[src/rtl/mffp_pkg.sv]
`default_nettype none

package mffp_pkg;

  // frame delimiters
  localparam logic [7:0] HEADER_BYTE = 8'd126;
  localparam logic [7:0] TAIL_BYTE   = 8'd127;

  // configuration register map
  localparam int unsigned CFG_IDX_W = 3;
  localparam logic [CFG_IDX_W-1:0] CFG_X_ADDR      = 3'd0;
  localparam logic [CFG_IDX_W-1:0] CFG_Y_ADDR      = 3'd1;
  localparam logic [CFG_IDX_W-1:0] CFG_SPEED_CODE  = 3'd2;
  localparam logic [CFG_IDX_W-1:0] CFG_MULTI_CODE  = 3'd3;
  localparam logic [CFG_IDX_W-1:0] CFG_SINGLE_CODE = 3'd4;
  localparam logic [CFG_IDX_W-1:0] CFG_ACCEL_CODE  = 3'd5;
  localparam logic [CFG_IDX_W-1:0] CFG_VOLT_CODE   = 3'd6;

  // configuration reset values
  localparam logic [7:0] RST_X_ADDR      = 8'd1;
  localparam logic [7:0] RST_Y_ADDR      = 8'd2;
  localparam logic [7:0] RST_SPEED_CODE  = 8'd1;
  localparam logic [7:0] RST_MULTI_CODE  = 8'd2;
  localparam logic [7:0] RST_SINGLE_CODE = 8'd3;
  localparam logic [7:0] RST_ACCEL_CODE  = 8'd4;
  localparam logic [7:0] RST_VOLT_CODE   = 8'd5;

  // value bytes per frame, minus one
  localparam logic [1:0] VALUE_LAST_CNT = 2'd3;

  localparam int unsigned IN_W  = 8;
  localparam int unsigned REC_W = 137;
  localparam int unsigned OUT_W = 144;

  typedef enum logic [2:0] {
    PH_HEADER = 3'd0,
    PH_ADDR   = 3'd1,
    PH_TYPE   = 3'd2,
    PH_VALUE  = 3'd3,
    PH_CKSUM  = 3'd4,
    PH_TAIL   = 3'd5
  } phase_t;

  typedef struct packed {
    logic [7:0] x_addr;
    logic [7:0] y_addr;
    logic [7:0] speed_code;
    logic [7:0] multi_code;
    logic [7:0] single_code;
    logic [7:0] accel_code;
    logic [7:0] volt_code;
  } cfg_t;

  // a good frame, valid in the cycle its tail byte is taken
  typedef struct packed {
    logic        valid;
    logic        axis;
    logic [7:0]  type_code;
    logic [31:0] raw_value;
  } frame_t;

  // output record, lowest field last
  typedef struct packed {
    logic [15:0] voltage_now;
    logic [15:0] accel_now;
    logic [15:0] single_angle_now;
    logic [31:0] multi_angle_now;
    logic [15:0] speed_now;
    logic [31:0] raw_value;
    logic [7:0]  type_code;
    logic        axis;
  } rec_t;

endpackage

`default_nettype wire

[src/rtl/mffp_parser.sv]
`default_nettype none

module mffp_parser import mffp_pkg::*; (
  input  wire logic       clk,
  input  wire logic       rst_n,
  input  wire logic       byte_fire,
  input  wire logic [7:0] rx_byte,
  input  wire cfg_t       cfg,
  output frame_t          frame
);

  phase_t      phase_r, phase_nxt;
  logic [7:0]  addr_r;
  logic [7:0]  type_r;
  logic [31:0] val_r;
  logic [7:0]  xor_r;
  logic [7:0]  cks_r;
  logic [1:0]  vcnt_r;

  always_ff @(posedge clk) begin
    if (!rst_n) begin
      phase_r <= PH_HEADER;
    end else if (byte_fire) begin
      phase_r <= phase_nxt;
    end
  end

  always_comb begin
    phase_nxt = PH_HEADER;
    unique case (phase_r)
      PH_HEADER: phase_nxt = (rx_byte == HEADER_BYTE) ? PH_ADDR : PH_HEADER;
      PH_ADDR: begin
        phase_nxt = (rx_byte == cfg.x_addr || rx_byte == cfg.y_addr) ? PH_TYPE : PH_HEADER;
      end
      PH_TYPE:  phase_nxt = (rx_byte <= cfg.volt_code) ? PH_VALUE : PH_HEADER;
      PH_VALUE: phase_nxt = (vcnt_r == VALUE_LAST_CNT) ? PH_CKSUM : PH_VALUE;
      PH_CKSUM: phase_nxt = PH_TAIL;
      PH_TAIL:  phase_nxt = PH_HEADER;
      default:  phase_nxt = PH_HEADER;
    endcase
  end

  // frame fields and running checksum; no reset, each is loaded before use
  always_ff @(posedge clk) begin
    if (byte_fire) begin
      unique case (phase_r)
        PH_HEADER: xor_r <= rx_byte;
        PH_ADDR: begin
          addr_r <= rx_byte;
          xor_r  <= xor_r ^ rx_byte;
        end
        PH_TYPE: begin
          type_r <= rx_byte;
          xor_r  <= xor_r ^ rx_byte;
          vcnt_r <= '0;
        end
        PH_VALUE: begin
          val_r  <= {val_r[23:0], rx_byte};
          xor_r  <= xor_r ^ rx_byte;
          vcnt_r <= vcnt_r + 2'd1;
        end
        PH_CKSUM: cks_r <= rx_byte;
        default: ;
      endcase
    end
  end

  always_comb begin
    frame.valid     = byte_fire && (phase_r == PH_TAIL) && (rx_byte == TAIL_BYTE)
                      && (xor_r == cks_r);
    // equal addresses resolve to X
    frame.axis      = (addr_r == cfg.x_addr) ? 1'b0 : 1'b1;
    frame.type_code = type_r;
    frame.raw_value = val_r;
  end

endmodule

`default_nettype wire

[src/rtl/mffp_record.sv]
`default_nettype none

module mffp_record import mffp_pkg::*; (
  input  wire logic   clk,
  input  wire logic   rst_n,
  input  wire cfg_t   cfg,
  input  wire frame_t frame,
  output logic        advance,
  output logic        rec_valid,
  input  wire logic   rec_ready,
  output rec_t        rec
);

  logic [15:0] speed_r  [2];
  logic [31:0] multi_r  [2];
  logic [15:0] single_r [2];
  logic [15:0] accel_r  [2];
  logic [15:0] volt_r   [2];

  logic        out_valid_r;
  rec_t        out_r;
  rec_t        rec_nxt;
  logic        ax;
  logic        upd_speed, upd_multi, upd_single, upd_accel, upd_volt;

  assign advance   = !out_valid_r || rec_ready;
  assign rec_valid = out_valid_r;
  assign rec       = out_r;
  assign ax        = frame.axis;

  // first matching code wins
  always_comb begin
    upd_speed  = 1'b0;
    upd_multi  = 1'b0;
    upd_single = 1'b0;
    upd_accel  = 1'b0;
    upd_volt   = 1'b0;
    if (frame.type_code == cfg.speed_code) begin
      upd_speed = 1'b1;
    end else if (frame.type_code == cfg.multi_code) begin
      upd_multi = 1'b1;
    end else if (frame.type_code == cfg.single_code) begin
      upd_single = 1'b1;
    end else if (frame.type_code == cfg.accel_code) begin
      upd_accel = 1'b1;
    end else if (frame.type_code == cfg.volt_code) begin
      upd_volt = 1'b1;
    end
  end

  always_comb begin
    rec_nxt.axis             = ax;
    rec_nxt.type_code        = frame.type_code;
    rec_nxt.raw_value        = frame.raw_value;
    rec_nxt.speed_now        = upd_speed  ? frame.raw_value[15:0] : speed_r[ax];
    rec_nxt.multi_angle_now  = upd_multi  ? frame.raw_value       : multi_r[ax];
    rec_nxt.single_angle_now = upd_single ? frame.raw_value[15:0] : single_r[ax];
    rec_nxt.accel_now        = upd_accel  ? frame.raw_value[15:0] : accel_r[ax];
    rec_nxt.voltage_now      = upd_volt   ? frame.raw_value[15:0] : volt_r[ax];
  end

  always_ff @(posedge clk) begin
    if (!rst_n) begin
      for (int i = 0; i < 2; i++) begin
        speed_r[i]  <= '0;
        multi_r[i]  <= '0;
        single_r[i] <= '0;
        accel_r[i]  <= '0;
        volt_r[i]   <= '0;
      end
    end else if (frame.valid) begin
      speed_r[ax]  <= rec_nxt.speed_now;
      multi_r[ax]  <= rec_nxt.multi_angle_now;
      single_r[ax] <= rec_nxt.single_angle_now;
      accel_r[ax]  <= rec_nxt.accel_now;
      volt_r[ax]   <= rec_nxt.voltage_now;
    end
  end

  always_ff @(posedge clk) begin
    if (!rst_n) begin
      out_valid_r <= 1'b0;
    end else if (advance) begin
      out_valid_r <= frame.valid;
    end
  end

  always_ff @(posedge clk) begin
    if (frame.valid) begin
      out_r <= rec_nxt;
    end
  end

endmodule

`default_nettype wire

[src/rtl/motor_feedback_frame_parser_core.sv]
`default_nettype none

// Channel | Dir | Ports                        | Content
// in_     | in  | tvalid tready tdata[7:0]     | one received serial byte
// out_    | out | tvalid tready tdata[143:0]   | axis record of a good frame
// cfg_    | in  | we index[2:0] wdata[7:0]     | addresses and type codes
//
// One byte request per cycle while in_tready is high. A byte waits in the input register,
// then the parser and record update take it; the record of a good frame shows
// on out_ the cycle after its tail byte is parsed.
// Sync active-low reset clears phase, stores and valids and loads the config registers with their reset values.
// A stalled output holds both stages; in_tready drops only while a record
// waits and the input register is full.
module motor_feedback_frame_parser_core import mffp_pkg::*; (
  input  wire logic             clk,
  input  wire logic             rst_n,
  input  wire logic             in_tvalid,
  output logic                  in_tready,
  input  wire logic [IN_W-1:0]  in_tdata,   // [7:0] rx_byte
  output logic                  out_tvalid,
  input  wire logic             out_tready,
  // [0] axis, [8:1] type_code, [40:9] raw_value, [56:41] speed_now,
  // [88:57] multi_angle_now, [104:89] single_angle_now,
  // [120:105] accel_now, [136:121] voltage_now, [143:137] zero
  output logic [OUT_W-1:0]      out_tdata,
  input  wire logic             cfg_we,
  input  wire logic [CFG_IDX_W-1:0] cfg_index,
  input  wire logic [7:0]       cfg_wdata
);

  cfg_t       cfg_r;
  logic       in_valid_r;
  logic [7:0] in_byte_r;
  logic       advance;
  logic       byte_fire;
  frame_t     frm;
  rec_t       rec;

  // config registers, written without handshake
  always_ff @(posedge clk) begin
    if (!rst_n) begin
      cfg_r.x_addr      <= RST_X_ADDR;
      cfg_r.y_addr      <= RST_Y_ADDR;
      cfg_r.speed_code  <= RST_SPEED_CODE;
      cfg_r.multi_code  <= RST_MULTI_CODE;
      cfg_r.single_code <= RST_SINGLE_CODE;
      cfg_r.accel_code  <= RST_ACCEL_CODE;
      cfg_r.volt_code   <= RST_VOLT_CODE;
    end else if (cfg_we) begin
      unique case (cfg_index)
        CFG_X_ADDR:      cfg_r.x_addr      <= cfg_wdata;
        CFG_Y_ADDR:      cfg_r.y_addr      <= cfg_wdata;
        CFG_SPEED_CODE:  cfg_r.speed_code  <= cfg_wdata;
        CFG_MULTI_CODE:  cfg_r.multi_code  <= cfg_wdata;
        CFG_SINGLE_CODE: cfg_r.single_code <= cfg_wdata;
        CFG_ACCEL_CODE:  cfg_r.accel_code  <= cfg_wdata;
        CFG_VOLT_CODE:   cfg_r.volt_code   <= cfg_wdata;
        default: ;
      endcase
    end
  end

  // input register stage
  assign byte_fire = in_valid_r && advance;
  assign in_tready = !in_valid_r || advance;

  always_ff @(posedge clk) begin
    if (!rst_n) begin
      in_valid_r <= 1'b0;
    end else if (in_tready) begin
      in_valid_r <= in_tvalid;
    end
  end

  always_ff @(posedge clk) begin
    if (in_tvalid && in_tready) begin
      in_byte_r <= in_tdata;
    end
  end

  mffp_parser u_parser (
    .clk       (clk),
    .rst_n     (rst_n),
    .byte_fire (byte_fire),
    .rx_byte   (in_byte_r),
    .cfg       (cfg_r),
    .frame     (frm)
  );

  mffp_record u_record (
    .clk       (clk),
    .rst_n     (rst_n),
    .cfg       (cfg_r),
    .frame     (frm),
    .advance   (advance),
    .rec_valid (out_tvalid),
    .rec_ready (out_tready),
    .rec       (rec)
  );

  assign out_tdata = {{(OUT_W - REC_W){1'b0}}, rec};

  // a good frame always lands in the output register
  a_frame_to_out: assert property (@(posedge clk) disable iff (!rst_n)
    frm.valid |=> out_tvalid)
    else $error("good frame did not produce a record");

  // input side backs up only behind a stalled record
  a_stall_cause: assert property (@(posedge clk) disable iff (!rst_n)
    !in_tready |-> (out_tvalid && !out_tready))
    else $error("input stalled without output backpressure");

  // a fresh record comes only from a parsed byte
  a_rec_source: assert property (@(posedge clk) disable iff (!rst_n)
    $rose(out_tvalid) |-> $past(byte_fire))
    else $error("record appeared without a parsed byte");

endmodule

`default_nettype wire

[config.mk]
export PLATFORM = sky130hd
export DESIGN_NAME = motor_feedback_frame_parser_core
export DESIGN_NICKNAME = d
export VERILOG_FILES = /design/src/rtl/mffp_pkg.sv /design/src/rtl/mffp_parser.sv /design/src/rtl/mffp_record.sv /design/src/rtl/motor_feedback_frame_parser_core.sv
export SDC_FILE = /design/constraint.sdc
export NUM_CORES = 1
export LEC_CHECK = 0
export BUFFER_PORTS_ARGS = -buffer_cell sky130_fd_sc_hd__buf_2
export CORE_MARGIN = 5
export CORE_UTILIZATION = 45
export DETAILED_ROUTE_END_ITERATION = 16
export PLACE_DENSITY_LB_ADDON = 0.08
export SETUP_SLACK_MARGIN = 0.15
export SYNTH_ARGS = -nofsm -noshare
export SYNTH_HDL_FRONTEND = slang
export SYNTH_SLANG_ARGS = --single-unit
[constraint.sdc]
create_clock -name clk -period 12.8 [get_ports clk]
set_input_delay 0.64 -clock clk [delete_from_list [all_inputs] [get_ports clk]]
set_output_delay 0.64 -clock clk [all_outputs]
set_load 0.005 [all_outputs]
==> results of run 1 <==
[area by class of cell]
type | count | area, um2
sequential | 464 | 13300
fill | 3696 | 20600
clock buffer | 69 | 1430
inverter | 58 | 218
clock inverter | 21 | 170
tap | 546 | 683
timing repair buffer | 176 | 916
multi-input combinational | 778 | 5470
[synthesized netlist by cell type (14+ instances only)]
cell	instances
edfxtp_1	403
nand2_1	134
nor2_1	117
mux2_2	112
nor2b_1	103
dfxtp_1	61
inv_1	57
mux2i_1	54
a21boi_0	49
xor2_1	45
xnor2_1	35
clkbuf_1	24
a21oi_1	20
buf_4	17
buf_2	14
nand3_1	14
[sequential cells by signal (all words and copies together), names as in the netlist, 32 cells and up]
register and flops:
u_record.volt_r 32, u_parser.val_r 32, cfg_r 56, u_record.multi_r 64, u_record.rec 137, u_record.speed_r 32
u_record.single_r 32, u_record.accel_r 32
[path summary, 6_finish.rpt]
kind                                  end  slack (ps)  cells after the start
setup reg to reg  u_record.multi_r[0][10]        7430                      7
hold / removal               in_byte_r[6]         250                      1
hold reg to reg          u_record.rec[37]         460                      0
setup / recovery  u_record.multi_r[0][10]        7430                      7
[critical path: stages (launching register included)]
cell	delay [ps]
edfxtp_1	570
and4b_1	320
nand4_1	190
nor4_4	800
buf_4	800
nand3_4	690
nand2_4	810
buf_4	740
[through the flow]
stage	worst slack, ps	total power, W	hold slack, ps
floorplan	3770	0.00177	421
global placement	7170	0.00181	442
detailed placement	7110	0.00181	446
CTS	7250	0.00322	204
global route	7020	0.00329	225
finish	7430	0.00317	253
[routing by layer]
layer	global-route usage	vias up	wire length, um
met4	0.0645	0	1240
li1	-	5124	-
met5	0	-	0
met2	0.312	240	21900
met3	0.0298	69	1910
met1	0.241	5322	18800
[cell families (layout without fill, tap and decap cells)]
kind of cell               Yosys count  in the layout  share of synthesized area
AOI/OAI and AO/OA                   82             82                     0.0294
xor gates and xnor gates            80             80                     0.0362
adders and majority gates            9              9                    0.00582
buffers and inverters              123            324                     0.0321
DFF                                464            464                      0.689
muxes                              176            176                      0.100
other                                1              7                   0.000194
and+or+nand+nor                    424            424                      0.107
[power breakdown]
group / internal, W / switching [W] / total (W)
Sequential: 0.00167 / 0.0000169 / 0.00168
Combinational: 0.0000350 / 0.0000562 / 0.0000912
Clock: 0.000833 / 0.000565 / 0.00140
Total: 0.00253 / 0.000638 / 0.00317
==> results.md, run 1 <==
- Cell Area, Placed: 20600 um2
- Overflow left after global routing: 0
- Arrival @ worst endpoint: 5560 ps
- Io pins: 170
- Die Span X: 217 um
- Worst reg2reg path startpoint: in_byte_r[7]
- Ys flop type: edfxtp_1
- ANT nets after route: 0
- Vias in the first global route: 10800
- Global-route wire length before repair: 66.0 mm
- Inst Count DP: 2022
- Final Util: 0.519
- CTS tree: built
- Synth Cell Area: 19300 um2
- CP required: 13000 ps
- Max-cap violation count: 0
- Layout area overhead: 14.8%
- Final worst path period share: 0.419
- Post-layout min period: 5370 ps
- RSZ-0062 raised after global routing: false
- Status: finished clean
- Crit path capture type: register
- Yosys reg bits: 464
- Relative slew slack: 0.188
- Sequential area share after synthesis: 0.689
- Share of layout cells above drive strength 1: 0.250
- Initial antenna violation count: 0
- Port Buffers: 162
- Hold path start: in_tdata[6]
- # Post-CTS Setup Buffers: 0
- GP Congestion: 0.772
- Skew final: 18.0 ps
- DRC: 0
- Setup TNS: 0 ps
- Cell row count: 76
- CTS sink cnt: 464
- Most common cell after layout, fill and taps aside: edfxtp_1
- Synth top area cells: edfxtp_1 (63%), mux2_2 (6.5%), dfxtp_1 (6.3%)
- Layout Nets: 1560
- Core area: 42800 um2
- Most frequent cells in the layout: edfxtp_1 (403), buf_2 (162), nand2_1 (132)
- Register clock-pin slew on the reported worst setup and hold paths: 60 ps
- WL/cell: 20.8 um
- Via count: 10800
- Die area: 47200 um2
- Worst setup SP type: register
- Hold buffers post-CTS: 0
- Netlist cell types: 46
- DP HPWL: 26.9 mm
- Num CTS Buffers: 49
- Clock Root Buffer: clkbuf_16
- Iter 0 DRT Violations: 674
- Hold Crit Class: input pin to register
- Final Hold Vio Count: 0
- # diodes: 0
- Critical path origin: in_byte_r[7]
- Die H: 217 um
- Syn Inst Count: 1359
- Leakage: 8.23 nW
- PwrDens: 143 nW/um2
- Max VDD drop: 0.101 mV
- Final setup violation count: 0
- DRT Pass-1 Iters: 5
- Share of flip-flops with an asynchronous set or reset: 0
- Crit path max fanout: 60
- Yosys warnings: 0
- WL final: 43.9 mm
- Final Instance Area: 22200 um2
- Initial core utilization: 0.452
- Mean Syn Cell Area: 14.2 um2
- Non-filler cells, final: 2112
- Vias per cell: 5.09
- Leading area contributor after synthesis: edfxtp_1
- Largest net degree at the start of global routing: 73
- Slew Limit Fails: 0
- Number of synthesized flops with an enable pin: 403
- GR Util All Layers: 0.184
- Crit Path Class: register to register
- Fmax achieved: 0.186 GHz
- Post-synth top area share: 0.626
- Worst Tran Pin Value: 1220 ps
- Resize count post-CTS: 0
- CTS Buffer Depth: 3
- Depth of the CTS H-tree: 2
- Worst skew pair latency: 580 ps
(Power assumes the default switching activity.)
==> run 2, diff against run 1 <==
- clock period: 12.8 -> 4.9 ns (I/O delays scaled with it)
==> results.md, run 2 (synthesis gave the netlist of run 1 again) <==
- CTS sink cnt: 464
- Multi-input gate area: 5500 um2
- Share of layout cells above drive strength 1: 0.245
- Largest net degree at the start of global routing: 97
- Port Buffers: 162
- Slew Limit Fails: 0
- Worst Hold Endpoint: cfg_r[48]
- Hold depth: 3
- Iter 0 DRT Violations: 660
- Final Instance Area: 22300 um2
- Register clock-pin slew on the reported worst setup and hold paths: 60 ps
- Num CTS Buffers: 50
- Relative slew slack: 0.172
- Fillers: 3705
- Core area: 42800 um2
- Reg area: 13300 um2
- PwrDens: 369 nW/um2
- Die area: 47200 um2
- Clock Root Buffer: clkbuf_16
- Cell row count: 76
- Reg2reg end: u_record.volt_r[1][9]
- Initial antenna violation count: 0
- Worst skew pair latency: 590 ps
- Via count: 10900
- Status: finished clean
- Worst setup SP type: register
- Resize count post-CTS: 0
- Cell Area, Placed: 20600 um2
- Most common cell after layout, fill and taps aside: edfxtp_1
- Hold path start: cfg_wdata[0]
- Worst hold slack: 34.7 ps
- GR Util All Layers: 0.187
- R2R depth: 6
- Setup WS pre-CTS: 1460 ps
- Setup TNS: 0 ps
- Crit Path Class: register to register
- CP required: 5090 ps
- Vias per cell: 5.11
- Post-layout min period: 3400 ps
- Most frequent cells in the layout: edfxtp_1 (403), buf_2 (162), nand2_1 (132)
- # diodes: 0
- Leakage: 8.26 nW
- Fmax achieved: 0.294 GHz
- CTS tree: built
- Worst Tran Pin Value: 1230 ps
- Max-cap violation count: 0
- Arrival @ worst endpoint: 3590 ps
- Die Span X: 217 um
- Final worst path period share: 0.694
- Largest register FFs: 137
- Io pins: 170
- Final Util: 0.522
- DP HPWL: 26.6 mm
- R2R setup slack: 1500 ps
- Depth of the CTS H-tree: 2
- Crit-path cells: xor2_1, nor4_1, nand4_1, nor4_4, nand3_4, nand2_8
- ANT nets after route: 0
- Final setup violation count: 0
- Vias in the first global route: 10900
- Crit path max fanout: 96
- Final Hold Vio Count: 0
- Hold Crit Class: input pin to register
- GP Congestion: 0.783
- Skew final: 29.6 ps
- WL/cell: 21.0 um
- Worst reg2reg path startpoint: u_parser.xor_r[4]
- CP peak stage delay: 730 ps
- Die H: 217 um
- Global-route wire length before repair: 67.2 mm
- DRC: 0
- WL final: 44.7 mm
- Initial core utilization: 0.452
- CTS Buffer Depth: 3
- Fin worst setup slack: 1500 ps
- Overflow left after global routing: 0
- Layout Nets: 1574
- Crit path capture type: register
- DRT Pass-1 Iters: 5
- CP max-delay cell: nand2_8
- Layout area overhead: 15.5%
- Max VDD drop: 0.239 mV
- RSZ-0062 raised after global routing: false
## run 2: metal layers
metal | track usage | vias up | part of all wire | wire length (um)
met5 | 0 | - | 0 | 0
met4 | 0.0444 | 0 | 0.020 | 895
met3 | 0.0331 | 70 | 0.041 | 1850
met2 | 0.318 | 233 | 0.50 | 22200
met1 | 0.252 | 5416 | 0.44 | 19800
li1 | - | 5148 | - | -
## run 2: how the worst max path moves through the flow
stage          slack [ps]                       to  cells past startpoint               from
2_1_floorplan       -2320   u_record.accel_r[0][0]                      8  u_parser.xor_r[2]
3_3_place_gp         1480  u_record.multi_r[0][11]                      6  u_parser.xor_r[2]
3_5_place_dp         1460  u_record.multi_r[0][11]                      6  u_parser.xor_r[4]
4_1_cts              1450  u_record.multi_r[0][11]                      6  u_parser.xor_r[4]
5_1_grt              1250   u_record.volt_r[0][13]                      6  u_parser.xor_r[2]
6_report             1500    u_record.volt_r[1][9]                      6  u_parser.xor_r[4]
## run 2: power breakdown
part	internal (W)	total [W]	switching [W]	leakage, nW
Clock	0.00211	0.00360	0.00149	0.756
Sequential	0.00435	0.00439	0.0000421	4.38
Combinational	0.0000993	0.000247	0.000147	3.12
Total	0.00656	0.00824	0.00168	8.26
## run 2: repair_timing
| item | 4_1_cts | 5_1_grt |
|---|---|---|
| buffers inserted | 0 | 0 |
| hold buffers | 16 | 0 |
| hold endpoints to repair | 17 | 0 |
## run 2: cell type report
class,instances,area share
multi-input combinational,778,0.246
inverter,58,0.00974
tap,546,0.0306
timing repair buffer,189,0.0477
sequential,464,0.596
clock inverter,21,0.00778
clock buffer,71,0.0618
## run 2: worst max-delay path: cells and delay by family (launching register included)
family | cells | cell delay [ps]
xor+xnor | 1 | 160
flops | 1 | 410
simple gates | 5 | 2250
## run 2: stage by stage
| step | std cells | total power [W] |
|---|---|---|
| 2_1_floorplan | 1365 | 0.00463 |
| 3_3_place_gp | 2019 | 0.00471 |
| 3_5_place_dp | 2019 | 0.00472 |
| 4_1_cts | 2127 | 0.00835 |
| 5_1_grt | 2127 | 0.00854 |
| 6_report | 2127 | 0.00824 |
